**src/sv/arpc_pkg.sv**
```systemverilog
`timescale 1ns / 1ps
// Shared constants, codes and control types of the ARP cache with aging.
// No dependencies; used by every module of the block.
package arpc_pkg;

   localparam int ENTRIES_DEF = 8;

   localparam int IP_W     = 32;
   localparam int MAC_W    = 48;
   localparam int TIME_W   = 32;
   localparam int OP_W     = 2;
   localparam int STATUS_W = 3;
   localparam int INDEX_W  = 6;
   localparam int COUNT_W  = 7;
   localparam int CSR_A_W  = 2;

   localparam logic [OP_W-1:0] OP_LOOKUP = 2'd0;
   localparam logic [OP_W-1:0] OP_UPDATE = 2'd1;
   localparam logic [OP_W-1:0] OP_AGE    = 2'd2;
   localparam logic [OP_W-1:0] OP_RSVD   = 2'd3;

   localparam logic [STATUS_W-1:0] ST_HIT     = 3'd0;
   localparam logic [STATUS_W-1:0] ST_MISS    = 3'd1;
   localparam logic [STATUS_W-1:0] ST_BCAST   = 3'd2;
   localparam logic [STATUS_W-1:0] ST_REFRESH = 3'd3;
   localparam logic [STATUS_W-1:0] ST_FILL    = 3'd4;
   localparam logic [STATUS_W-1:0] ST_REPLACE = 3'd5;
   localparam logic [STATUS_W-1:0] ST_AGED    = 3'd6;
   localparam logic [STATUS_W-1:0] ST_IGNORED = 3'd7;

   localparam logic [CSR_A_W-1:0] CSR_HOST_IP    = 2'd0;
   localparam logic [CSR_A_W-1:0] CSR_GATEWAY_IP = 2'd1;
   localparam logic [CSR_A_W-1:0] CSR_SUBNET     = 2'd2;
   localparam logic [CSR_A_W-1:0] CSR_MAX_AGE    = 2'd3;

   localparam logic [TIME_W-1:0] MAX_AGE_RST = 32'd60000;
   localparam logic [IP_W-1:0]   BCAST_MASK  = 32'hFF00_0000;
   localparam logic [MAC_W-1:0]  MAC_BCAST   = {MAC_W{1'b1}};

   typedef struct packed {
      logic load;
      logic scan;
      logic write;
      logic finish;
   } cmd_type;

   typedef struct packed {
      logic quick;
      logic hit;
      logic last;
      logic upd;
      logic out_free;
   } sts_type;

endpackage

```
**src/sv/arpc_ctrl.sv**
```systemverilog
`timescale 1ns / 1ps
// Sequencer of the ARP cache: accept, table scan, entry write, result load.
// Depends on arpc_pkg for the command and status types.
module arpc_ctrl import arpc_pkg::*; (
   input  logic    clock,
   input  logic    reset,
   input  logic    req_valid,
   output logic    req_stall,
   input  sts_type sts,
   output cmd_type cmd
);

   typedef enum logic [3:0] {
      S_IDLE   = 4'b0001,
      S_SCAN   = 4'b0010,
      S_WRITE  = 4'b0100,
      S_FINISH = 4'b1000
   } state_type;

   state_type state_ff, state_in;

   always_comb begin
      state_in   = state_ff;
      cmd        = '0;
      req_stall  = 1'b1;
      case (state_ff)
         S_IDLE: begin
            req_stall = 1'b0;
            if (req_valid) begin
               cmd.load = 1'b1;
               state_in = S_SCAN;
            end
         end
         S_SCAN: begin
            cmd.scan = 1'b1;
            if (sts.quick || sts.hit) begin
               state_in = S_FINISH;
            end else if (sts.last) begin
               state_in = sts.upd ? S_WRITE : S_FINISH;
            end
         end
         S_WRITE: begin
            cmd.write = 1'b1;
            state_in  = S_FINISH;
         end
         S_FINISH: begin
            if (sts.out_free) begin
               cmd.finish = 1'b1;
               state_in   = S_IDLE;
            end
         end
         default: begin
            state_in = S_IDLE;
         end
      endcase
   end

   always_ff @(posedge clock) begin
      if (reset) begin
         state_ff <= S_IDLE;
      end else begin
         state_ff <= state_in;
      end
   end

endmodule

```
**src/sv/arpc_dpath.sv**
```systemverilog
`timescale 1ns / 1ps
// Datapath of the ARP cache: settings, entry tables, scan trackers, result register.
// Depends on arpc_pkg; driven by arpc_ctrl through cmd_type and sts_type.
module arpc_dpath import arpc_pkg::*; #(
   parameter int ENTRIES = ENTRIES_DEF
) (
   input  logic                clock,
   input  logic                reset,
   input  logic [OP_W-1:0]     req_op,
   input  logic [IP_W-1:0]     req_ip_addr,
   input  logic [MAC_W-1:0]    req_hw_addr,
   input  logic [TIME_W-1:0]   req_now_ms,
   input  logic                csr_valid,
   input  logic [CSR_A_W-1:0]  csr_index,
   input  logic [IP_W-1:0]     csr_wdata,
   input  cmd_type             cmd,
   output sts_type             sts,
   output logic                rsp_valid,
   input  logic                rsp_stall,
   output logic [STATUS_W-1:0] rsp_status,
   output logic [MAC_W-1:0]    rsp_mac_out,
   output logic [IP_W-1:0]     rsp_next_hop_ip,
   output logic [INDEX_W-1:0]  rsp_entry_index,
   output logic [COUNT_W-1:0]  rsp_cleared_count
);

   localparam int IDX_W = (ENTRIES > 1) ? $clog2(ENTRIES) : 1;
   localparam int CNT_W = $clog2(ENTRIES + 1);

   logic [IP_W-1:0]   host_ff, gate_ff, mask_ff;
   logic [TIME_W-1:0] max_age_ff;

   logic [IP_W-1:0]   mem_ip    [ENTRIES];
   logic [MAC_W-1:0]  mem_mac   [ENTRIES];
   logic [TIME_W-1:0] mem_stamp [ENTRIES];
   logic [IP_W-1:0]   rd_ip_ff;
   logic [MAC_W-1:0]  rd_mac_ff;
   logic [TIME_W-1:0] rd_stamp_ff;

   logic [ENTRIES-1:0] vld_ff, vld_in;

   logic [OP_W-1:0]   op_ff;
   logic [IP_W-1:0]   key_ff, key_in, hop;
   logic [MAC_W-1:0]  mac_ff;
   logic [TIME_W-1:0] now_ff;
   logic              bcast_ff, bcast_in;
   logic              zero_ff;
   logic              quick_ff, quick_in;

   logic [CNT_W-1:0] rd_cnt_ff;
   logic             rd_more;
   logic             chk_vld_ff;
   logic [IDX_W-1:0] chk_idx_ff;

   logic              ev, match_now, aged_now;
   logic [TIME_W-1:0] age;

   logic              match_fnd_ff;
   logic [IDX_W-1:0]  match_idx_ff;
   logic [MAC_W-1:0]  match_mac_ff;
   logic              empty_fnd_ff;
   logic [IDX_W-1:0]  empty_idx_ff;
   logic [TIME_W-1:0] old_age_ff;
   logic [IDX_W-1:0]  old_idx_ff;
   logic [CNT_W-1:0]  clr_cnt_ff;
   logic [IDX_W-1:0]  wr_pos;

   logic                rsp_valid_ff;
   logic [STATUS_W-1:0] res_status;
   logic [MAC_W-1:0]    res_mac;
   logic [IP_W-1:0]     res_hop;
   logic [IDX_W-1:0]    res_idx;
   logic [COUNT_W-1:0]  res_cnt;
   logic [STATUS_W-1:0] status_ff;
   logic [MAC_W-1:0]    mac_out_ff;
   logic [IP_W-1:0]     hop_out_ff;
   logic [INDEX_W-1:0]  idx_out_ff;
   logic [COUNT_W-1:0]  cnt_out_ff;

   // next hop and request classification at accept
   always_comb begin
      if (host_ff == gate_ff) begin
         hop = req_ip_addr;
      end else if ((req_ip_addr & mask_ff) != (host_ff & mask_ff)) begin
         hop = gate_ff;
      end else begin
         hop = req_ip_addr;
      end
      key_in   = (req_op == OP_LOOKUP) ? hop : req_ip_addr;
      bcast_in = (req_op == OP_LOOKUP) && ((req_ip_addr & BCAST_MASK) == BCAST_MASK);
      case (req_op)
         OP_LOOKUP: quick_in = bcast_in || (key_in == '0);
         OP_UPDATE: quick_in = (key_in == '0);
         OP_AGE:    quick_in = 1'b0;
         default:   quick_in = 1'b1;
      endcase
   end

   assign rd_more   = rd_cnt_ff < CNT_W'(ENTRIES);
   assign ev        = cmd.scan && chk_vld_ff;
   assign age       = now_ff - rd_stamp_ff;
   assign match_now = vld_ff[chk_idx_ff] && (rd_ip_ff == key_ff);
   assign aged_now  = vld_ff[chk_idx_ff] && (age >= max_age_ff);

   assign wr_pos = match_fnd_ff ? match_idx_ff : (empty_fnd_ff ? empty_idx_ff : old_idx_ff);

   assign sts.quick    = quick_ff;
   assign sts.hit      = ev && (op_ff == OP_LOOKUP) && match_now;
   assign sts.last     = ev && (chk_idx_ff == IDX_W'(ENTRIES - 1));
   assign sts.upd      = (op_ff == OP_UPDATE);
   assign sts.out_free = !rsp_valid_ff || !rsp_stall;

   always_comb begin
      vld_in = vld_ff;
      if (ev && (op_ff == OP_AGE) && aged_now) begin
         vld_in[chk_idx_ff] = 1'b0;
      end
      if (cmd.write) begin
         vld_in[wr_pos] = 1'b1;
      end
   end

   always_comb begin
      res_status = ST_IGNORED;
      res_mac    = '0;
      res_hop    = '0;
      res_idx    = '0;
      res_cnt    = '0;
      case (op_ff)
         OP_LOOKUP: begin
            if (bcast_ff) begin
               res_status = ST_BCAST;
               res_mac    = MAC_BCAST;
               res_hop    = key_ff;
            end else if (!zero_ff) begin
               res_hop = key_ff;
               if (match_fnd_ff) begin
                  res_status = ST_HIT;
                  res_mac    = match_mac_ff;
                  res_idx    = match_idx_ff;
               end else begin
                  res_status = ST_MISS;
               end
            end
         end
         OP_UPDATE: begin
            if (!zero_ff) begin
               res_idx = wr_pos;
               if (match_fnd_ff) begin
                  res_status = ST_REFRESH;
               end else if (empty_fnd_ff) begin
                  res_status = ST_FILL;
               end else begin
                  res_status = ST_REPLACE;
               end
            end
         end
         OP_AGE: begin
            res_status = ST_AGED;
            res_cnt    = COUNT_W'(clr_cnt_ff);
         end
         default: begin
            res_status = ST_IGNORED;
         end
      endcase
   end

   always_ff @(posedge clock) begin
      if (reset) begin
         host_ff      <= '0;
         gate_ff      <= '0;
         mask_ff      <= '0;
         max_age_ff   <= MAX_AGE_RST;
         vld_ff       <= '0;
         chk_vld_ff   <= 1'b0;
         rsp_valid_ff <= 1'b0;
      end else begin
         if (csr_valid) begin
            case (csr_index)
               CSR_HOST_IP:    host_ff    <= csr_wdata;
               CSR_GATEWAY_IP: gate_ff    <= csr_wdata;
               CSR_SUBNET:     mask_ff    <= csr_wdata;
               CSR_MAX_AGE:    max_age_ff <= csr_wdata;
               default:        host_ff    <= host_ff;
            endcase
         end
         vld_ff     <= vld_in;
         chk_vld_ff <= cmd.scan && rd_more;
         if (cmd.finish) begin
            rsp_valid_ff <= 1'b1;
         end else if (!rsp_stall) begin
            rsp_valid_ff <= 1'b0;
         end
      end
   end

   always_ff @(posedge clock) begin
      rd_ip_ff    <= mem_ip[rd_cnt_ff[IDX_W-1:0]];
      rd_mac_ff   <= mem_mac[rd_cnt_ff[IDX_W-1:0]];
      rd_stamp_ff <= mem_stamp[rd_cnt_ff[IDX_W-1:0]];
      if (cmd.write) begin
         mem_ip[wr_pos]    <= key_ff;
         mem_mac[wr_pos]   <= mac_ff;
         mem_stamp[wr_pos] <= now_ff;
      end
   end

   always_ff @(posedge clock) begin
      if (cmd.load) begin
         op_ff        <= req_op;
         key_ff       <= key_in;
         mac_ff       <= req_hw_addr;
         now_ff       <= req_now_ms;
         bcast_ff     <= bcast_in;
         zero_ff      <= (key_in == '0);
         quick_ff     <= quick_in;
         rd_cnt_ff    <= '0;
         match_fnd_ff <= 1'b0;
         empty_fnd_ff <= 1'b0;
         old_age_ff   <= '0;
         old_idx_ff   <= '0;
         clr_cnt_ff   <= '0;
      end else begin
         if (cmd.scan && rd_more) begin
            rd_cnt_ff  <= rd_cnt_ff + CNT_W'(1);
            chk_idx_ff <= rd_cnt_ff[IDX_W-1:0];
         end
         if (ev) begin
            if (match_now && !match_fnd_ff) begin
               match_fnd_ff <= 1'b1;
               match_idx_ff <= chk_idx_ff;
               match_mac_ff <= rd_mac_ff;
            end
            if (!vld_ff[chk_idx_ff] && !empty_fnd_ff) begin
               empty_fnd_ff <= 1'b1;
               empty_idx_ff <= chk_idx_ff;
            end
            if (age > old_age_ff) begin
               old_age_ff <= age;
               old_idx_ff <= chk_idx_ff;
            end
            if ((op_ff == OP_AGE) && aged_now) begin
               clr_cnt_ff <= clr_cnt_ff + CNT_W'(1);
            end
         end
      end
      if (cmd.finish) begin
         status_ff  <= res_status;
         mac_out_ff <= res_mac;
         hop_out_ff <= res_hop;
         idx_out_ff <= INDEX_W'(res_idx);
         cnt_out_ff <= res_cnt;
      end
   end

   assign rsp_valid         = rsp_valid_ff;
   assign rsp_status        = status_ff;
   assign rsp_mac_out       = mac_out_ff;
   assign rsp_next_hop_ip   = hop_out_ff;
   assign rsp_entry_index   = idx_out_ff;
   assign rsp_cleared_count = cnt_out_ff;

endmodule

```
**src/sv/arp_cache_with_aging.sv**
```systemverilog
`timescale 1ns / 1ps
// ARP cache with aging: an IPv4-to-MAC table with timestamps, oldest-entry replacement.
// Top level; instantiates arpc_ctrl and arpc_dpath, uses arpc_pkg.
//
// Usage:
//   req_*  one request: op (lookup, update, age sweep), ip_addr, hw_addr, now_ms.
//          Taken at a clock edge with req_valid high and req_stall low.
//   rsp_*  one result per request, held in an output register until taken
//          (rsp_valid high, rsp_stall low). While a result waits, the block
//          finishes its current request and then stalls in its final step.
//   csr_*  register writes (host, gateway, mask, max age), always ready;
//          write only while no request is in flight.
// Timing: the table is scanned one entry per cycle through a registered
//   memory read port. A lookup ends its scan at the first hit; a broadcast or
//   ignored request ends it at once. The result register loads in the final
//   step, after the scan (after the entry write for an update), once the output
//   register is free, and shows the next cycle.
// Reset: settings return to their defaults, all entries become empty, and no
//   result is pending. No clearing pass is needed.
module arp_cache_with_aging import arpc_pkg::*; #(
   parameter int ENTRIES = ENTRIES_DEF
) (
   input  logic                clock,
   input  logic                reset,
   input  logic                req_valid,
   output logic                req_stall,
   input  logic [OP_W-1:0]     req_op,
   input  logic [IP_W-1:0]     req_ip_addr,
   input  logic [MAC_W-1:0]    req_hw_addr,
   input  logic [TIME_W-1:0]   req_now_ms,
   output logic                rsp_valid,
   input  logic                rsp_stall,
   output logic [STATUS_W-1:0] rsp_status,
   output logic [MAC_W-1:0]    rsp_mac_out,
   output logic [IP_W-1:0]     rsp_next_hop_ip,
   output logic [INDEX_W-1:0]  rsp_entry_index,
   output logic [COUNT_W-1:0]  rsp_cleared_count,
   input  logic                csr_valid,
   output logic                csr_ready,
   input  logic [CSR_A_W-1:0]  csr_index,
   input  logic [IP_W-1:0]     csr_wdata
);

   cmd_type cmd;
   sts_type sts;

   assign csr_ready = 1'b1;

   arpc_ctrl u_ctrl (
      .clock     (clock),
      .reset     (reset),
      .req_valid (req_valid),
      .req_stall (req_stall),
      .sts       (sts),
      .cmd       (cmd)
   );

   arpc_dpath #(
      .ENTRIES (ENTRIES)
   ) u_dpath (
      .clock             (clock),
      .reset             (reset),
      .req_op            (req_op),
      .req_ip_addr       (req_ip_addr),
      .req_hw_addr       (req_hw_addr),
      .req_now_ms        (req_now_ms),
      .csr_valid         (csr_valid & csr_ready),
      .csr_index         (csr_index),
      .csr_wdata         (csr_wdata),
      .cmd               (cmd),
      .sts               (sts),
      .rsp_valid         (rsp_valid),
      .rsp_stall         (rsp_stall),
      .rsp_status        (rsp_status),
      .rsp_mac_out       (rsp_mac_out),
      .rsp_next_hop_ip   (rsp_next_hop_ip),
      .rsp_entry_index   (rsp_entry_index),
      .rsp_cleared_count (rsp_cleared_count)
   );

endmodule

```
**config.mk**
```make
export PLATFORM = sky130hd
export DESIGN_NAME = arp_cache_with_aging
export DESIGN_NICKNAME = d
export VERILOG_FILES = /design/src/sv/arpc_pkg.sv /design/src/sv/arpc_ctrl.sv /design/src/sv/arpc_dpath.sv /design/src/sv/arp_cache_with_aging.sv
export SDC_FILE = /design/constraint.sdc
export NUM_CORES = 2
export LEC_CHECK = 0
export ABC_AREA = 1
export BUFFER_PORTS_ARGS = -buffer_cell sky130_fd_sc_hd__buf_2
export CAP_MARGIN = 10
export CORE_MARGIN = 2
export CORE_UTILIZATION = 35
export CTS_CLUSTER_DIAMETER = 30
export DETAILED_ROUTE_END_ITERATION = 10
export HOLD_SLACK_MARGIN = 0.03
export PLACE_DENSITY = 0.62
export SETUP_SLACK_MARGIN = 0.02
export SKIP_LAST_GASP = 1
export SLEW_MARGIN = 25
export SYNTH_ARGS = -nofsm -noshare
export SYNTH_HDL_FRONTEND = slang
export SYNTH_SLANG_ARGS = --single-unit
```
**constraint.sdc**
```tcl
create_clock -name clock -period 21 [get_ports clock]
set_clock_uncertainty 0.05 [all_clocks]
set_input_delay 2.1 -clock clock [delete_from_list [all_inputs] [get_ports clock]]
set_output_delay 2.1 -clock clock [all_outputs]
set_load 0.1 [all_outputs]
```
==> metrics.log <==
[metrics] run status: completed
[metrics] Die X: 410 microns
[metrics] io pins: 252
[metrics] endpoints failing hold: 0
[metrics] main combinational cell family by area after synthesis: compound AO/OA/AOI/OAI gates
[metrics] initial DRC count: 3026
[metrics] R2R Path End: u_dpath.vld_ff[0]$_SDFF_PP0_
[metrics] initial standard-cell utilization of the core: 0.351
[metrics] routing layer with the top usage in global route: met2
[metrics] top cell types by occurrence after synthesis: sky130_fd_sc_hd__edfxtp_1 (1160), sky130_fd_sc_hd__nor2_1 (1034), sky130_fd_sc_hd__o21ai_0 (662)
[metrics] Clk pin slew, worst setup/hold paths: 0.05 ns
[metrics] Longest Clk Path Bufs: 4
[metrics] final setup TNS: 0 ns
[metrics] post-synthesis cell type with the largest combined area: sky130_fd_sc_hd__edfxtp_1
[metrics] Num Clock Sinks: 1459
[metrics] Core Box Area: 164000 sq um
[metrics] Mapped Cells: 5019
[metrics] global routing usage on met1: 0.231
[metrics] part of the Yosys area used for sequential elements: 0.707
[metrics] Placed Cells: 7248
[metrics] cells taking the most area after synthesis: sky130_fd_sc_hd__edfxtp_1 (60%), sky130_fd_sc_hd__dfxtp_1 (10%), sky130_fd_sc_hd__nor2_1 (6.7%)
[metrics] post-synthesis compound-gate area fraction: 0.109
[metrics] floorplan row count: 149
[metrics] count of buffers added by post-CTS timing repair for setup: 0
[metrics] via count of the first global-routing pass: 38.7k
[metrics] DRT Pass-1 Iters: 5
[metrics] nature of the critical path startpoint: register
[metrics] endpoint kind of the worst setup timing path: register
[metrics] grt total ovfl: 0
[metrics] Period Utilization, post-route: 0.229
[metrics] proportion of synthesized flip-flops having asynchronous set or reset: 0
[metrics] setup repair after global routing missed its margin: no
[metrics] cell area after synthesis: 57700 sq um
[metrics] RePlAce Congestion: 0.861
[metrics] Reg2Reg Setup Slack: 16.19 ns
[metrics] Yosys top cell area share: 0.604
[metrics] dpl hpwl: 87.5 mm
[metrics] launch point of the worst hold path: u_dpath.rd_mac_ff[18]$_DFF_P_
[metrics] min cycle time layout: 4.81 ns
[metrics] via/cell ratio: 4.98
[metrics] count of cells along the worst register-to-register path: 27
[metrics] # hold bufs at CTS: 0
[metrics] GRT Overall Usage: 0.181
[metrics] required time at the endpoint of the critical path: 21.69 ns
[metrics] worst ir drop on vdd: 0.0000707 V
[metrics] TritonCTS clock tree: built
[metrics] number of setup violations in the final report: 0
[metrics] adder and majority gate portion of the synthesized area: 0.0214
[metrics] primary flip-flop cell chosen by synthesis mapping: sky130_fd_sc_hd__edfxtp_1
[metrics] clock network latency to the later pin of the worst-skew pair: 0.90 ns
[metrics] CTS root buf: sky130_fd_sc_hd__clkbuf_16
[metrics] multiplexer fraction of the synthesized cell area: 0
[metrics] port buffer count: 244
[metrics] startpoint of the most critical register-to-register path: u_dpath.now_ff[0]$_DFFE_PP_
[metrics] GR Layer Usage met2: 0.288
[metrics] total of flip-flops plus latches after synthesis: 1459
[metrics] number of antenna violations at the first check in global routing: 48
[metrics] fin worst setup slack: 16.19 ns
[metrics] Non-Filler Instances: 7834
[metrics] clock buffers created by TritonCTS: 325
[metrics] critical path data arrival time: 5.50 ns
[metrics] fmax: 0.208 GHz
[metrics] Post-CTS Resized: 0
[metrics] maximum number of pins on one net before global-route repair: 249
[metrics] crit path kind: register to register
[metrics] final instance area: 72100 sq um
[metrics] YS warnings: 0
[metrics] Post-synth EDFFs: 1160
[metrics] number of remaining DRC errors: 0
[metrics] H-tree depth reported by CTS: 5
[metrics] Routed WL: 155 mm
[metrics] leakage dissipation: 26.4 nW
[metrics] number of pins exceeding their max-slew limit in the final report: 0
[metrics] Yosys cell types: 48
[metrics] Area Overhead vs Synth: 24.9%
[metrics] detailed-route wire length per cell: 19.8 microns
[metrics] xor and xnor area share after synthesis: 0.0123
[metrics] Worst Hold Slack: 0.309 ns
[metrics] worst hold-check path type: register to register
[metrics] Post-DP Area: 61100 sq um
[metrics] antenna-violating nets left: 0
[metrics] GR met3 Demand/Resource: 0.0510
[metrics] average size of a mapped cell: 11.5 sq um
[metrics] first-pass GRT wire length: 232 mm
[metrics] Die Footprint: 168000 sq um
[metrics] Setup WS pre-CTS: 16.28 ns
[metrics] most frequent cell after synthesis: sky130_fd_sc_hd__edfxtp_1
[metrics] worst-margin pin slew: 1.06 ns
[metrics] post-synthesis simple-gate area fraction: 0.108
[metrics] cell count of the worst hold path: 0
[metrics] maximum fanout count along the critical path: 14
[metrics] number of maximum-capacitance violations: 0
[metrics] vias after detailed routing: 39.0k
[metrics] share of final-layout standard cells stronger than drive strength 1: 0.152
[metrics] Die Height: 410 microns
[metrics] worst-case headroom to the max-slew limit: 0.291
[metrics] Worst Hold Path EP: u_dpath.match_mac_ff[18]$_DFFE_PP_
[metrics] total power per unit cell area: 127 nW/um^2
[metrics] Final #Nets: 5638
[sequential cells by signal, indices dropped and copies added, names as in the netlist, 8 cells and up]
signal and count:
u_dpath.max_age_ff 32, u_dpath.mask_ff 32, u_dpath.rd_ip_ff 32, u_dpath.rsp_mac_out 48, u_dpath.mac_ff 48, u_dpath.vld_ff 8, u_dpath.gate_ff 32, u_dpath.key_ff 32
u_dpath.old_age_ff 32, u_dpath.rsp_next_hop_ip 32, u_dpath.rd_mac_ff 48, u_dpath.match_mac_ff 48, u_dpath.now_ff 32, u_dpath.host_ff 32, u_dpath.mem_mac 384, u_dpath.mem_stamp 256
u_dpath.mem_ip 256, u_dpath.rd_stamp_ff 32
[through the flow]
stage / power, mW / util
final: 9.12 / 0.438
after global routing: 9.46 / 0.438
after CTS: 9.20 / 0.438
after detailed placement: 4.20 / 0.372
after global placement: 4.19 / 0.372
after floorplan: 3.92 / -
[metal layers]
| metal | part of all wire | wire length, microns |
|---|---|---|
| met1 | 0.42 | 64900 |
| met2 | 0.47 | 72500 |
| met3 | 0.075 | 11600 |
| met4 | 0.036 | 5580 |
| met5 | 0.0020 | 310 |
[cell families after synthesis]
logic type,count (synthesis)
and+or+nand+nor,1582
DFF,1459
adders and majority gates,98
AOI/OAI and AO/OA,1180
other,2
buffers and inverters,617
xor gates and xnor gates,81
[worst max-delay path, stage by stage, from the launching register on]
cell                       delay [ns]
sky130_fd_sc_hd__edfxtp_1        0.50
sky130_fd_sc_hd__inv_1           0.10
sky130_fd_sc_hd__ha_1            0.14
sky130_fd_sc_hd__inv_1           0.06
sky130_fd_sc_hd__fa_1            0.40
sky130_fd_sc_hd__nand3_1         0.10
sky130_fd_sc_hd__nand2_1         0.10
sky130_fd_sc_hd__nand2_1         0.08
sky130_fd_sc_hd__nand3_1         0.09
sky130_fd_sc_hd__a21oi_1         0.32
sky130_fd_sc_hd__o21bai_1        0.16
sky130_fd_sc_hd__a21oi_1         0.22
sky130_fd_sc_hd__or2_2           0.16
sky130_fd_sc_hd__nand2_1         0.04
sky130_fd_sc_hd__nand2_1         0.06
sky130_fd_sc_hd__nand2_1         0.11
sky130_fd_sc_hd__ha_1            0.30
sky130_fd_sc_hd__nand2_1         0.04
sky130_fd_sc_hd__nor2_1          0.09
sky130_fd_sc_hd__nand2_1         0.08
sky130_fd_sc_hd__nor4_1          0.49
sky130_fd_sc_hd__nand4_1         0.15
sky130_fd_sc_hd__nand3_1         0.12
sky130_fd_sc_hd__nand2_1         0.05
sky130_fd_sc_hd__inv_1           0.07
sky130_fd_sc_hd__nand2_1         0.22
sky130_fd_sc_hd__o21ai_0         0.26
sky130_fd_sc_hd__a21oi_1         0.09
[layout by cell type (no fill, tap or decap), types with 7 or more instances in the layout]
cell,synthesis,final
sky130_fd_sc_hd__ha_1,97,97
sky130_fd_sc_hd__buf_2,3,244
sky130_fd_sc_hd__inv_6,0,23
sky130_fd_sc_hd__xnor2_1,57,57
sky130_fd_sc_hd__buf_4,8,46
sky130_fd_sc_hd__nand4_1,53,53
sky130_fd_sc_hd__nor3_1,12,11
sky130_fd_sc_hd__o21ai_0,662,662
sky130_fd_sc_hd__clkbuf_1,209,34
sky130_fd_sc_hd__clkinv_2,0,57
sky130_fd_sc_hd__o22ai_1,117,117
sky130_fd_sc_hd__a21oi_1,252,252
sky130_fd_sc_hd__clkbuf_16,0,333
sky130_fd_sc_hd__nor2_4,0,11
sky130_fd_sc_hd__conb_1,2,7
sky130_fd_sc_hd__nor2_1,1034,1021
sky130_fd_sc_hd__inv_2,3,7
sky130_fd_sc_hd__clkbuf_8,0,15
sky130_fd_sc_hd__xor2_1,24,24
sky130_fd_sc_hd__a31oi_1,116,116
sky130_fd_sc_hd__edfxtp_1,1160,1160
sky130_fd_sc_hd__clkinv_4,0,25
sky130_fd_sc_hd__inv_1,353,347
sky130_fd_sc_hd__o21a_1,8,8
sky130_fd_sc_hd__bufinv_16,0,37
sky130_fd_sc_hd__clkinvlp_4,0,30
sky130_fd_sc_hd__nand2_1,392,392
sky130_fd_sc_hd__nand3_1,66,66
sky130_fd_sc_hd__dfxtp_1,299,297
sky130_fd_sc_hd__clkinv_1,3,23
[layout make-up]
class                      count  area, sq um
multi-input combinational   2948        14600
clock inverter               198         2190
fill                       14900        92400
sequential                  1459        40800
clock buffer                 382         8670
timing repair buffer         294         1650
antenna                        5         12.5
tap                         2189         2740
inverter                     359         1370
[power breakdown]
group          internal (mW)  switching (mW)  total, mW  leakage (nW)
combinational          0.272           0.556      0.828          8.23
sequential              3.24          0.0847       3.32          12.9
clock                   3.39            1.58       4.97          5.28
[worst max-delay path by stage]
| stage | from | to | slack, ns |
|---|---|---|---|
| floorplan | req_valid | u_dpath.match_idx_ff[0]$_DFFE_PP_ | 8.03 |
| global route | u_dpath.now_ff[0]$_DFFE_PP_ | u_dpath.vld_ff[4]$_SDFF_PP0_ | 15.66 |
| global placement | u_dpath.now_ff[2]$_DFFE_PP_ | u_dpath.clr_cnt_ff[3]$_SDFFE_PP0P_ | 16.35 |
| detailed placement | u_dpath.now_ff[0]$_DFFE_PP_ | u_dpath.vld_ff[5]$_SDFF_PP0_ | 16.28 |
| finish | u_dpath.now_ff[0]$_DFFE_PP_ | u_dpath.vld_ff[0]$_SDFF_PP0_ | 16.19 |
| CTS | u_dpath.now_ff[0]$_DFFE_PP_ | u_dpath.vld_ff[5]$_SDFF_PP0_ | 16.21 |
(Power assumes the default switching activity.)
